==> src/sv/gtg_pkg.sv <==
// Package: shared constants, types and arctangent table for the go-to-goal steering unit.
package gtg_pkg;

  localparam int unsigned FractionBits = 11;
  localparam int unsigned CordicSteps  = 30;
  localparam int unsigned DiffW        = 17;
  localparam int unsigned CordW        = 36;
  localparam int unsigned AngW         = 34;
  localparam int unsigned SumW         = 33;
  localparam int unsigned RootW        = 17;
  localparam int unsigned CfgIdxW      = 3;
  localparam int unsigned CfgDataW     = 16;

  localparam logic signed [AngW-1:0] PiQ30 = 34'sd3373259426;

  typedef enum logic [CfgIdxW-1:0] {
    RegTargetX       = 3'd0,
    RegTargetY       = 3'd1,
    RegTargetHeading = 3'd2,
    RegDistTol       = 3'd3,
    RegAngleTol      = 3'd4
  } cfg_reg_e;

  typedef struct packed {
    logic                     moving;
    logic signed [16:0]       head_err;
    logic signed [15:0]       heading;
  } side_t;

  function automatic logic signed [AngW-1:0] atan_q30(input logic [4:0] idx);
    logic signed [AngW-1:0] v;
    begin
      case (idx)
        5'd0:    v = 34'sd843314856;
        5'd1:    v = 34'sd497837829;
        5'd2:    v = 34'sd263043836;
        5'd3:    v = 34'sd133525158;
        5'd4:    v = 34'sd67021686;
        5'd5:    v = 34'sd33543515;
        5'd6:    v = 34'sd16775850;
        5'd7:    v = 34'sd8388437;
        5'd8:    v = 34'sd4194282;
        5'd9:    v = 34'sd2097149;
        5'd10:   v = 34'sd1048575;
        5'd11:   v = 34'sd524287;
        5'd12:   v = 34'sd262143;
        5'd13:   v = 34'sd131071;
        5'd14:   v = 34'sd65535;
        5'd15:   v = 34'sd32767;
        5'd16:   v = 34'sd16383;
        5'd17:   v = 34'sd8191;
        5'd18:   v = 34'sd4095;
        5'd19:   v = 34'sd2047;
        5'd20:   v = 34'sd1023;
        5'd21:   v = 34'sd511;
        5'd22:   v = 34'sd255;
        5'd23:   v = 34'sd127;
        5'd24:   v = 34'sd63;
        5'd25:   v = 34'sd31;
        5'd26:   v = 34'sd15;
        5'd27:   v = 34'sd7;
        5'd28:   v = 34'sd3;
        5'd29:   v = 34'sd1;
        default: v = '0;
      endcase
      return v;
    end
  endfunction

  function automatic logic signed [16:0] sat17(input logic signed [AngW:0] v);
    begin
      if (v > 35'sd65535) begin
        return 17'sd65535;
      end else if (v < -35'sd65536) begin
        return -17'sd65536;
      end else begin
        return v[16:0];
      end
    end
  endfunction

endpackage

==> src/sv/gtg_isqrt.sv <==
// Pipelined square root, one result bit per stage, with a side payload carried alongside.
module gtg_isqrt #(
  parameter int unsigned SideW = 8
) (
  input  logic                         clk_i,
  input  logic                         rst_ni,
  input  logic                         adv_i,
  input  logic                         valid_i,
  input  logic [gtg_pkg::SumW-1:0]     rad_i,
  input  logic [SideW-1:0]             side_i,
  output logic                         valid_o,
  output logic [gtg_pkg::RootW-1:0]    root_o,
  output logic [SideW-1:0]             side_o
);

  localparam int unsigned N  = gtg_pkg::RootW;
  localparam int unsigned RW = gtg_pkg::SumW + 1;

  logic [N:0]                    vld_q;
  logic [RW-1:0]                 rem_q  [N+1];
  logic [RW-1:0]                 rad_q  [N+1];
  logic [N-1:0]                  root_q [N+1];
  logic [SideW-1:0]              side_q [N+1];

  assign rem_q[0]  = '0;
  assign rad_q[0]  = {1'b0, rad_i};
  assign root_q[0] = '0;
  assign side_q[0] = side_i;

  assign vld_q[0] = valid_i;

  for (genvar s = 0; s < N; s++) begin : g_stage
    logic [RW-1:0] rem_d;
    logic [RW-1:0] trial;
    logic [N-1:0]  root_d;
    logic [RW-1:0] rem_r;
    logic [RW-1:0] rad_r;
    logic [N-1:0]  root_r;
    logic [SideW-1:0] side_r;
    logic          vld_r;

    always_comb begin
      rem_d  = {rem_q[s][RW-3:0], rad_q[s][RW-1 -: 2]};
      trial  = {root_q[s], 2'b01};
      root_d = {root_q[s][N-2:0], 1'b0};
      if (rem_d >= trial) begin
        rem_d  = rem_d - trial;
        root_d = {root_q[s][N-2:0], 1'b1};
      end
    end

    always_ff @(posedge clk_i or negedge rst_ni) begin
      if (!rst_ni) begin
        vld_r <= 1'b0;
      end else if (adv_i) begin
        vld_r <= vld_q[s];
      end
    end

    always_ff @(posedge clk_i) begin
      if (adv_i) begin
        rem_r  <= rem_d;
        rad_r  <= {rad_q[s][RW-3:0], 2'b00};
        root_r <= root_d;
        side_r <= side_q[s];
      end
    end

    assign vld_q[s+1]  = vld_r;
    assign rem_q[s+1]  = rem_r;
    assign rad_q[s+1]  = rad_r;
    assign root_q[s+1] = root_r;
    assign side_q[s+1] = side_r;
  end

  assign valid_o = vld_q[N];
  assign root_o  = root_q[N];
  assign side_o  = side_q[N];

endmodule

==> config.mk <==
export PLATFORM = sky130hd
export DESIGN_NAME = gtg_isqrt
export DESIGN_NICKNAME = d
export VERILOG_FILES = /design/src/sv/gtg_pkg.sv /design/src/sv/gtg_isqrt.sv
export SDC_FILE = /design/constraint.sdc
export NUM_CORES = 1
export LEC_CHECK = 0
export ABC_AREA = 0
export BUFFER_PORTS_ARGS = -buffer_cell sky130_fd_sc_hd__buf_2
export CAP_MARGIN = 20
export CORE_ASPECT_RATIO = 2
export CORE_UTILIZATION = 25
export CTS_BUF_LIST = sky130_fd_sc_hd__clkbuf_4
export DETAILED_ROUTE_END_ITERATION = 10
export GPL_TIMING_DRIVEN = 0
export PLACE_DENSITY = 0.47
export SLEW_MARGIN = 25
export SYNTH_ARGS = -nofsm -noshare
export SYNTH_HDL_FRONTEND = slang
export SYNTH_SLANG_ARGS = --single-unit
==> constraint.sdc <==
create_clock -name clk_i -period 3.3 [get_ports clk_i]
set_input_delay 0.33 -clock clk_i [delete_from_list [all_inputs] [get_ports clk_i]]
set_output_delay 0.33 -clock clk_i [all_outputs]
set_load 0.005 [all_outputs]
Word level (Yosys, flattened, before mapping)
Cells that the tools add are included.
Storage, ports and cells
  bits in registers: 1060
  latch bits: 0
  bits in writable memories: 0
  memory bits (read-only): 0
  memories kept: 0
Cells by class
  $add $sub $neg: 16
  multipliers: 0
  div/mod/pow operators: 0
  magnitude comparators: 17
  equality and inequality tests: 0
  shift-type cells: 0
  mux-type cells: 33
  bitwise gates (word level): 0
  reduce and logical (&&, ||, !) cells: 0
Operators by type and width (number)
  $mux W32: 15
  $ge A34 B10 Y1: 1
  $ge A34 B11 Y1: 1
  $ge A34 B12 Y1: 1
  $ge A34 B13 Y1: 1
  $ge A34 B14 Y1: 1
  $ge A34 B15 Y1: 1
  $ge A34 B16 Y1: 1
  $ge A34 B17 Y1: 1
  $ge A34 B18 Y1: 1
  $ge A34 B3 Y1: 1
  $ge A34 B4 Y1: 1
  $ge A34 B5 Y1: 1
  $ge A34 B6 Y1: 1
  $ge A34 B7 Y1: 1
  $ge A34 B8 Y1: 1
  $ge A34 B9 Y1: 1
  $sub A32 B10 Y32: 1
  $sub A32 B11 Y32: 1
  $sub A32 B12 Y32: 1
  $sub A32 B13 Y32: 1
  $sub A32 B14 Y32: 1
  $sub A32 B15 Y32: 1
  $sub A32 B16 Y32: 1
  11 further kinds: 28

Logic depth before layout (Yosys ltp)
Gate-level depths: netlist of the first run.
  depth after elaboration: 2
  depth in mapped cells: 12
  gate-level depth less buffers: 11

Worst setup path before layout of the first run
OpenSTA, ideal clock, no wires.
  path type: flip-flop to flip-flop
  start: register g_stage[7].rem_r[12]
  end: register g_stage[8].rem_r[23], data pin
  library setup time: 0.258 ns
  data arrival time: 2.829 ns
  data required time: 3.042 ns
  path slack: 0.213 ns
  cell stages (with the launch flop): 10
  path buffers: 1
  path through: edfxtp_1 or4_4 or2_4 o211a_1 nor4bb_1 buf_2 or4b_4 nor3_2 nand3b_1 xnor2_1
Between the ends
  cells in the longest elaborated chain, start to end: 2
RTL lines
  start, declared: line gtg_isqrt.sv:36  | logic [RW-1:0] rem_r;
  start signal, assigned: line gtg_isqrt.sv:62  | rem_r <= rem_d;
  $sub A32 B10 Y32 or $ge A34 B10 Y1 (tied branches): line gtg_isqrt.sv:47, gtg_isqrt.sv:46
  $mux W32 (*): line gtg_isqrt.sv:46  | if (rem_d >= trial) begin
  named net g_stage[8].rem_d[23]: line gtg_isqrt.sv:33  | logic [RW-1:0] rem_d;
  end signal, assigned: line gtg_isqrt.sv:62
  end, declared: line gtg_isqrt.sv:36
The timed path passes the listed nets; every way through them passes the cells marked *.
A chain may end at the register's enable or synchronous reset.

Worst setup path in the final report of the first run
  start: register g_stage[7].rem_r[15]
  end: register g_stage[8].rem_r[26], data pin
The elaborated chain is that of the path after synthesis.

==> results.yml, run 1 <==
global_routing:
  antenna_found_initial: 2
  overflow: 0
  grt_pass1_wl_mm: 140
  grt_pass1_vias: 28500
  grt_max_degree: 134
  gr-usage-all-layers_pct: 9.63
yosys:
  synth_top_area_cell: "edfxtp_1"
  ys_ff_latch: 1036
  syn_nets: 3498
  synthDominantCellAreaShare_pct: 67.1
  synth_cells: 3285
  synth_area_leaders: "edfxtp_1 (67%), ha_1 (4.6%), xor2_1 (3.9%)"
  synth_warnings: 0
  avgSynthCellArea_um2: 13.9
  synth_cell_type_count: 77
  syn_area_um2: 45600
  synth-edff-count: 1019
  postSynth.asyncResetShare_pct: 1.64
  synth_flop_cell: "edfxtp_1"
  seq_area_frac_synth_pct: 68.1
clock_tree:
  ctsLongestPathBuffers: 4
  cts_buffers: 249
  cts.sinks: 1036
  clk_latency_ns: 1.17
  cts_tree: "done"
  h-tree-depth: 4
  clkTransAtPathRegs_ns: 0.07
  cts-root-buf: "clkbuf_4"
critical_path:
  endpoint: "g_stage[8].rem_r[26]"
  cp-start-kind: "flop"
  reg2reg_depth: 9
  reg2reg_to: "g_stage[8].rem_r[26]"
  worstSetupPathType: "reg -> reg"
  cp.required_ns: 4.16
  crit_start: "g_stage[7].rem_r[15]"
  cp-end-kind: "flop"
  r2r_start: "g_stage[7].rem_r[15]"
  critPathMaxFanout: 5
  cp.arrival_ns: 4.11
  r2r_slack_ns: 0.05
final_layout:
  syn2layout_area_growth_pct: 19.4
  finalInstanceArea_um2: 54400
  nets: 3968
  drive_gt1_share_pct: 19.0
  fill_cells: 18200
detailed_routing:
  drt_iter0_markers: 791
  ant_nets: 0
  vias: 26700
  post_drt_wl_per_cell_um: 14.5
  routed_wl_mm: 90.8
  drt_pass1_iterations: 7
  route.detailed.drc: 0
  post_drt_via_cell_ratio: 4.26
placement:
  dp_hpwl_mm: 63.4
  post-place-ws_ns: -1.21
  postPlaceCellArea_um2: 49100
  gp_congestion: 0.904
  numPortBuffers: 70
timing:
  drv_slew: 0
  fmax_mhz: 307
  period_share_pct: 98.6
  setup_violations: 0
  worstMarginPinSlew_ns: 1.02
  finClkSkew_ns: 0.150
  timing.final.ws_setup_ns: 0.0468
  fin_hold_ws_ns: 0.196
  finalSetupTns_ns: 0
  relSlewSlack_pct: 31.5
  finalHoldViolations: 0
  period_needed_ns: 3.25
worst_hold_path:
  hp-class: "in -> reg"
  min_from: "adv_i"
  min_path_cells: 2
status:
  status: "finished, final reports clean"
power_and_ir_drop:
  p_leak_nw: 19.8
  fin_total_pwr_mw: 30.8
  worst_ir_drop_vdd_v: 0.000329
  p_per_area_nw_per_um2: 567
floorplanning:
  coreArea_um2: 181000
  die_x_um: 304
  dieHeight_um: 606
  start_util_pct: 25.2
  die_area_um2: 184000
  io_pins: 71
  row_count: 221
job:
  drv_cap: 0
[per-stage QoR]
step | std cells | util (%)
after CTS | 6249 | 29.7
final | 6269 | 30.0
after global placement | 5696 | 27.0
after global routing | 6269 | 30.0
after floorplan | 3285 | -
after detailed placement | 5707 | 27.1
[per-layer routing]
metal | part of all wire (%) | up-vias | track usage (%)
met4 | 7.4 | 0 | 7.55
met3 | 4.0 | 361 | 2.19
met2 | 61 | 581 | 21.1
met5 | 0 | - | 0
li1 | - | 13300 | -
met1 | 28 | 12500 | 6.39
[what timing repair did]
| item | 4_1_cts | 5_1_grt |
|---|---|---|
| pin swaps | 30 | 22 |
| endpoints found under the hold margin | 224 | 0 |
| resized for setup | 116 | 83 |
| cloned | 1 | 0 |
| hold buffers | 87 | 0 |
| setup endpoints to repair | 293 | 176 |
| buffers inserted | 39 | 19 |
[area by class of cell]
class,instances,area [µm²],share of cell area (%)
inverter,202,767,1.41
antenna,4,10.0,0.0184
timing repair buffer,227,1980,3.64
multi-input combinational,1999,14500,26.6
clock buffer,346,2600,4.78
clock inverter,74,412,0.757
sequential,1036,31000,57.0
buffer,40,191,0.352
tap,2341,2930,5.39
[registers in the layout, summed over array words and instances (netlist names)]
register and cells:
g_stage.rem_r 458, g_stage.rad_r 272, g_stage.root_r 136, g_stage.side_r 128
root_o 17, g_stage.vld_r 16, side_o 8, valid_o 1
[cells in the final DEF (no fill, tap or decap), types with 87 or more instances in the layout]
cell type,n
edfxtp_1,1019
clkbuf_4,349
inv_1,199
dlygate4sd3_1,87
o21ai_0,121
nor3_1,94
nor2_1,222
xor2_1,204
ha_1,149
xnor2_1,170
nand2_1,200
a21oi_1,133
[worst max-delay path: stages (launching register included)]
cell and delay [ns]:
edfxtp_1 0.41, or4_4 0.56, or2_4 0.30, o211a_1 0.26, nor4bb_4 0.17, buf_4 0.19
clkinvlp_4 0.15, nand3_2 0.16, or4b_2 0.65, xnor2_1 0.15
[where the power goes]
group | leakage [nW] | internal (mW) | switching, mW
sequential | 10.0 | 16.0 | 0.751
combinational | 7.99 | 1.76 | 2.24
clock | 1.80 | 5.11 | 4.94
total | 19.8 | 22.9 | 7.93
[synth_stat cells, types with 4 or more instances]
| master | count |
|---|---|
| edfxtp_1 | 1019 |
| nor2_1 | 225 |
| nand2_1 | 205 |
| xor2_1 | 204 |
| inv_1 | 200 |
| xnor2_1 | 170 |
| ha_1 | 168 |
| a21oi_1 | 144 |
| o21ai_0 | 129 |
| nor3_1 | 111 |
| nor4_1 | 77 |
| nand2b_1 | 52 |
| or3_1 | 50 |
| nand3_1 | 47 |
| clkbuf_1 | 41 |
| mux2_2 | 41 |
| a21o_1 | 36 |
| or4_1 | 34 |
| nor2b_1 | 28 |
| nand4_1 | 27 |
| o21a_1 | 26 |
| or2_2 | 22 |
| dfrtp_1 | 17 |
| a211oi_1 | 15 |
| and3_1 | 14 |
| nand3b_1 | 13 |
| o31ai_1 | 13 |
| o21bai_1 | 12 |
| o211ai_1 | 11 |
| and4_1 | 10 |
| o41ai_1 | 8 |
| a31o_2 | 7 |
| a2111oi_0 | 6 |
| a211o_1 | 6 |
| a31oi_1 | 6 |
| nand4b_1 | 6 |
| nor4b_1 | 6 |
| and2_1 | 5 |
| nor3b_1 | 5 |
| o31a_1 | 5 |
| buf_1 | 4 |
| mux2i_1 | 4 |
| o211a_1 | 4 |
| o22ai_1 | 4 |
[kinds of logic after synthesis]
kind of cell,Yosys count,share of synthesized area [%]
AO/OA/AOI/OAI,455,6.18
XOR/XNOR,374,7.19
adder cells (fa/ha/maj),168,4.61
buffers and inverters,250,2.07
flip-flops,1036,68.1
multiplexers,45,1.10
other,1,0.00823
AND/OR/NAND/NOR,956,10.8
[worst min path at each step]
| stage | to |
|---|---|
| global route | g_stage[2].side_r[0] |
| finish | g_stage[2].side_r[1] |
| CTS | g_stage[2].side_r[1] |
| floorplan | g_stage[0].vld_r |
| global placement | g_stage[4].vld_r |
| detailed placement | g_stage[3].vld_r |
(Power assumes the default switching activity.)
==> run 2, diff against run 1 <==
- ABC_AREA: 0 -> 1
==> run 2 against run 1 <==
Global-route usage up 7.1 points. Non-clock buffer count fell by 49. Critical path depth rose by 1. Combinational power is 58% higher. Clock skew increased by 0.013 ns. Highest routed layer unchanged.
==> results.yml, run 2 <==
status:
  status: "finished, final reports clean"
yosys:
  synthDominantCellAreaShare_pct: 55.7
  synth_warnings: 0
  syn_nets: 6185
  postSynth.asyncResetShare_pct: 1.64
  ys_ff_latch: 1036
  synthTopCellsByCount: "nand2_1 (1733), edfxtp_1 (1019), inv_1 (961)"
  synth_area_leaders: "edfxtp_1 (56%), nand2_1 (12%), inv_1 (6.6%)"
  yosysMostFrequentCell: "nand2_1"
  synth_flop_cell: "edfxtp_1"
  synth_cell_type_count: 62
  synth_top_area_cell: "edfxtp_1"
  synth_cells: 5972
  synth-edff-count: 1019
  avgSynthCellArea_um2: 9.20
  seq_area_frac_synth_pct: 56.5
  syn_area_um2: 54900
power_and_ir_drop:
  fin_total_pwr_mw: 34.7
  worst_ir_drop_vdd_v: 0.000345
  power.switching_mw: 11.0
  p_leak_nw: 26.9
  p_clk_share_pct: 32.9
  seqPwrFrac_pct: 48.8
  sw_frac_of_total_pct: 31.7
  p_int_mw: 23.7
  comb_power_share_pct: 18.3
  p_per_area_nw_per_um2: 547
clock_tree:
  clkTransAtPathRegs_ns: 0.07
  cts.sinks: 1036
  clk_latency_ns: 1.16
  cts_buffers: 277
  h-tree-depth: 5
  cts_tree: "done"
  ctsLongestPathBuffers: 4
  postCtsSetupRepairBufs: 0
  cts-root-buf: "clkbuf_4"
placement:
  postPlaceCellArea_um2: 59100
  dp_hpwl_mm: 153
  numPortBuffers: 70
  dp.cells: 8868
  gp_congestion: 0.945
critical_path:
  cp-start-kind: "flop"
  crit_top_cell: "nand2_1"
  worstPathCellList: "ha_1, nand2_1, inv_1, a21oi_2, nand3_2, nand2_1, nand3_2, buf_4, nand3b_1, nand2_1"
  cp.arrival_ns: 4.07
  slowest_stage: "a21oi_2"
  cp-end-kind: "flop"
  cp.required_ns: 4.08
  worst-path-buf-inv: 2
  critPathMaxFanout: 10
  cpPeakStageDelay_ns: 0.52
  cpLargestDelayFamily: "simple AND/OR/NAND/NOR gates"
  worstSetupPathType: "reg -> reg"
final_layout:
  largest_registers: "g_stage.rem_r x458, g_stage.rad_r x272, g_stage.root_r x136"
  final_common_cell: "nand2_1"
  register_area_um2: 31000
  drive_gt1_share_pct: 11.7
  regMostFlops: "g_stage.rem_r"
  fill_cells: 23200
  fin_cells: 9428
  finalInstanceArea_um2: 63300
  multi_input_area_um2: 19700
  syn2layout_area_growth_pct: 15.3
  largest_reg_flops: 458
  layout_common_cells: "nand2_1 (1733), edfxtp_1 (1019), inv_1 (961)"
  nets: 6630
timing:
  fmax_mhz: 303
  rsz0062_at_grt: "no"
  finClkSkew_ns: 0.163
  relSlewSlack_pct: 26.9
  worstMarginPinSlew_ns: 1.09
  setup_violations: 0
  period_needed_ns: 3.30
  period_share_pct: 99.8
  drv_slew: 0
  finalHoldViolations: 0
global_routing:
  antenna_found_initial: 17
  grt_max_degree: 132
  grt_pass1_vias: 42800
  grt_pass1_wl_mm: 266
  gr-usage-all-layers_pct: 16.7
  overflow: 0
floorplanning:
  io_pins: 71
  start_util_pct: 25.1
  row_count: 243
  die_area_um2: 222000
  die_x_um: 333
  dieHeight_um: 665
  coreArea_um2: 219000
detailed_routing:
  vias: 41400
  routed_wl_mm: 188
  post_drt_via_cell_ratio: 4.39
  route.detailed.drc: 0
  drt_iter0_markers: 1697
  ant_nets: 0
  drt_pass1_iterations: 5
  post_drt_wl_per_cell_um: 20.0
job:
  drv_cap: 0
worst_hold_path:
  hp-class: "in -> reg"
## run 2: cells by family (layout without fill, tap and decap cells)
family,count (synthesis),count (layout),share of synthesized area [%]
other cells,1,13,0.00683
flops,1036,1036,56.5
buf+inv,1035,1662,7.63
xor+xnor,167,167,2.66
simple gates,3077,3077,24.3
compound gates,487,487,5.09
fa+ha+maj,168,168,3.83
mux,1,1,0.0205
## run 2: layer usage
metal | GRT usage [%] | share of wire (%) | up-vias
met2 | 36.4 | 61 | 976
met5 | 0 | 0 | -
met4 | 18.2 | 12 | 0
met3 | 2.51 | 2.9 | 680
met1 | 10.0 | 24 | 19000
li1 | - | - | 20700
## run 2: cell type report
class / instances / share of cell area (%)
tap: 2817 / 5.57
buffer: 52 / 0.761
clock inverter: 77 / 0.737
inverter: 983 / 5.85
clock buffer: 384 / 4.55
antenna: 12 / 0.0474
timing repair buffer: 166 / 2.34
multi-input combinational: 3901 / 31.2
sequential: 1036 / 49.0
## run 2: what timing repair did
item	in CTS	in global routing
hold endpoints to repair	318	0
resized for setup	1	3
hold buffers	87	0
setup endpoints to repair	1	3
## run 2: through the flow
step	util [%]	hold WS [ns]	setup TNS [ns]	worst slack [ns]
2_1_floorplan	-	0.0344	0	1.28
3_3_place_gp	26.9	0.269	-	-15.05
3_5_place_dp	27.0	0.283	-0.0816	-0.0816
4_1_cts	29.0	0.0151	0	0.0203
5_1_grt	29.0	0.0385	0	0.0281
6_report	29.0	0.127	0	0.00499
## run 2: worst reg2reg max path: stages (launching register included)
cell	delay [ns]
edfxtp_1	0.41
ha_1	0.38
nand2_1	0.17
inv_1	0.07
a21oi_2	0.52
nand3_2	0.35
nand2_1	0.21
nand3_2	0.32
buf_4	0.35
nand3b_1	0.11
nand2_1	0.09
## run 2: power by group through the flow
stage	sequential [mW]	clock, mW	combinational (mW)
global route	17.0	12.6	6.99
floorplan	16.7	0	4.00
CTS	16.9	12.1	6.38
finish	16.9	11.4	6.33
detailed placement	17.2	0	6.27
global placement	17.7	0	6.23
## run 2: final timing paths
check / startpoint / endpoint / depth (start not counted) / slack (ns)
min in group asynchronous: rst_ni / g_stage[14].vld_r / 3 / 0.45
max: g_stage[11].rem_r[7] / g_stage[12].rem_r[20] / 10 / 0.005
min: rad_i[18] / g_stage[0].rad_r[20] / 2 / 0.13
max reg2reg: g_stage[11].rem_r[7] / g_stage[12].rem_r[20] / 10 / 0.005
min reg2reg: g_stage[5].rad_r[29] / g_stage[6].rad_r[31] / 0 / 0.38
max in group asynchronous: rst_ni / g_stage[7].vld_r / 3 / 2.36
